## src/hdl/btu_div_steps.sv

```systemverilog
// A few restoring long-division steps; quotient bits shift into the numerator word.
module btu_div_steps #(
  parameter int NUM_W = 16,
  parameter int DEN_W = 22,
  parameter int STEPS = 4
) (
  input  logic [DEN_W-1:0] den,
  input  logic [DEN_W-1:0] rem_in,
  input  logic [NUM_W-1:0] num_in,
  output logic [DEN_W-1:0] rem_out,
  output logic [NUM_W-1:0] num_out
);

  logic [DEN_W:0]   t;
  logic [DEN_W-1:0] r;
  logic [NUM_W-1:0] n;

  always_comb begin
    r = rem_in;
    n = num_in;
    t = '0;
    for (int i = 0; i < STEPS; i++) begin
      t = {r, n[NUM_W-1]};
      if (t >= {1'b0, den}) begin
        t = t - {1'b0, den};
        n = {n[NUM_W-2:0], 1'b1};
      end else begin
        n = {n[NUM_W-2:0], 1'b0};
      end
      r = t[DEN_W-1:0];
    end
    rem_out = r;
    num_out = n;
  end

endmodule

```

## config.mk

```make
export PLATFORM = sky130hd
export DESIGN_NAME = btu_div_steps
export DESIGN_NICKNAME = d
export VERILOG_FILES = /design/src/hdl/btu_div_steps.sv
export SDC_FILE = /design/constraint.sdc
export NUM_CORES = 1
export LEC_CHECK = 0
export BUFFER_PORTS_ARGS = -buffer_cell sky130_fd_sc_hd__buf_2
export CORE_ASPECT_RATIO = 1.2
export CORE_UTILIZATION = 31
export DETAILED_ROUTE_END_ITERATION = 10
export PLACE_DENSITY = 0.54
export SETUP_SLACK_MARGIN = 0.5
export SYNTH_ARGS = -nofsm -noshare
export SYNTH_HDL_FRONTEND = slang
export SYNTH_SLANG_ARGS = --single-unit
```

## constraint.sdc

```tcl
create_clock -name vclk -period 16.3
set_input_delay 0 -clock vclk [all_inputs]
set_output_delay 0 -clock vclk [all_outputs]
set_load 0.01 [all_outputs]
```

==> flow_summary.toml <==
[status]
outcome = "completed"

[global_route]
grtUsageTotal = 0.182
grt_pass1_vias = 5602
antenna_found_initial = 0
grt.overflow.total = 0
grt_max_degree = 30
grt_pass1_wl_mm = 27.2

[clock_tree]
ctsHoldBuffers = 0
cts_resized = 0
post-cts-setup-buffers = 0

[floorplanning]
die_h_um = 148
core-area_um2 = 17500
rows = 53
die-area_um2 = 18400
dieWidth_um = 124
io_pins = 98
initial_utilization = 0.317

[finish]
diodes = 0
nFillCells = 1895
n_clock_buffer = 0
mostFrequentLayoutCells = "ha_1 (88), buf_2 (74), a21oi_1 (68), nor2_1 (68), nand2_1 (58)"
final_util = 0.344
area_growth_pct = 8.78
drive_gt1_frac = 0.173
layout_commonest_cell = "ha_1"
seq_cells = 0
finalNetCount = 974
regArea_um2 = 0
multi_input_area_um2 = 5180

[synthesis]
synth_cell_types = 63
yosysSeqAreaShare = 0
synth_top_cell_by_area = "ha_1"
postSynthAreaPerCell_um2 = 7.20
syn_area_um2 = 5540
yosysTopAreaCellShare = 0.199
syn_nets = 922
ys_top_cells_by_area = "ha_1 (20%), mux2_2 (7.5%), xnor2_1 (6.2%)"
synthCells = 770
yosysWarningCount = 0

[routing]
drc = 0
initialDrtViolationCount = 279
drt_first_pass_iters = 4
totalWireLength_mm = 16.7
ant_nets = 0
wl_per_cell_um = 16.1
vias = 5707
vias_per_cell = 5.49

[sta]
setup_viol = 0
worst_pin_slew_ns = 0.827
hold_violations = 0
setup_tns_ns = 0
rsz0062_at_grt = "no"
drv_slew = 0
period_needed_ns = 12.37
min_period_over_period = 0.759
relSlewSlack = 0.447
timing.fmax_mhz = 80.8

[worst_setup_path]
crit_path_top_delay_cell = "a2111oi_4"
crit_fanout = 23
cp-start-kind = "input pin"
cp-end-kind = "primary output"
arrival_ns = 12.37
crit_buf_inv = 6
max_stage_delay_ns = 0.73
cp_top_family = "compound AO/OA/AOI/OAI gates"
cp_data_required_time_ns = 16.30
critPathKind = "input pin to primary output"

[hold_path]
hold_class = "input pin to primary output"

[placement]
gp_congestion = 0.890
hpwlAfterDp_mm = 14.5
portBuffers = 74

[run]
drv_cap = 0
## stage by stage
step	instances	area [µm²]	setup WS, ns	hold slack (ns)
3_5_place_dp	1040	6030	3.86	0.0000686
6_report	1040	6030	3.93	0.00000444
4_1_cts	1040	6030	3.82	0.0000686
2_1_floorplan	770	5540	6.52	0.0918
3_3_place_gp	1040	6030	4.03	0.0000686
5_1_grt	1040	6030	3.01	0.0000150
## cells in the mapped netlist, drive strengths merged (3+ instances only)
master	number
o21bai	4
o311a	4
a211o	7
clkbuf	7
nor3	19
a2111oi	5
a31oi	5
a21oi	69
and3	7
o31ai	10
nand3	18
a21o	36
fa	4
buf	18
o31a	4
o21a	16
o21ai	56
a211oi	9
xor2	20
nor2b	13
or2	6
mux2	53
nand4	15
xnor2	39
ha	88
nor4	4
inv	51
or3	4
mux2i	6
o2111ai	4
nand2	58
nor2	68
a21boi	3
nand2b	13
## metal layers
metal / share of wire / global-route usage / routed length, µm / vias to the layer above
li1: - / - / - / 2953
met5: 0 / 0 / 0 / -
met3: 0.024 / 0.00268 / 401 / 25
met4: 0.021 / 0.0339 / 355 / 0
met1: 0.47 / 0.241 / 7850 / 2629
met2: 0.48 / 0.329 / 8090 / 100
## logic make-up after synthesis
kind of cell	count (synthesis)	synth area share
XOR/XNOR	59	0.0932
adder cells (fa/ha/maj)	92	0.213
AO/OA/AOI/OAI	251	0.300
buffers and inverters	76	0.0646
multiplexers	59	0.129
AND/OR/NAND/NOR	233	0.200
## final timing paths
check,cells past startpoint,to,from
worst max-delay path,42,rem_out[6],den[1]
worst min-delay path,0,num_out[10],num_in[6]
## cell type report
cell class	instances	area share
Multi-Input combinational cell	694	0.860
Inverter	51	0.0318
Tap cell	220	0.0457
Timing Repair Buffer	75	0.0627
Power is left out: the tool's default activity adds up to more than one toggle a clock period on the data nets, which glitch-free logic cannot reach.
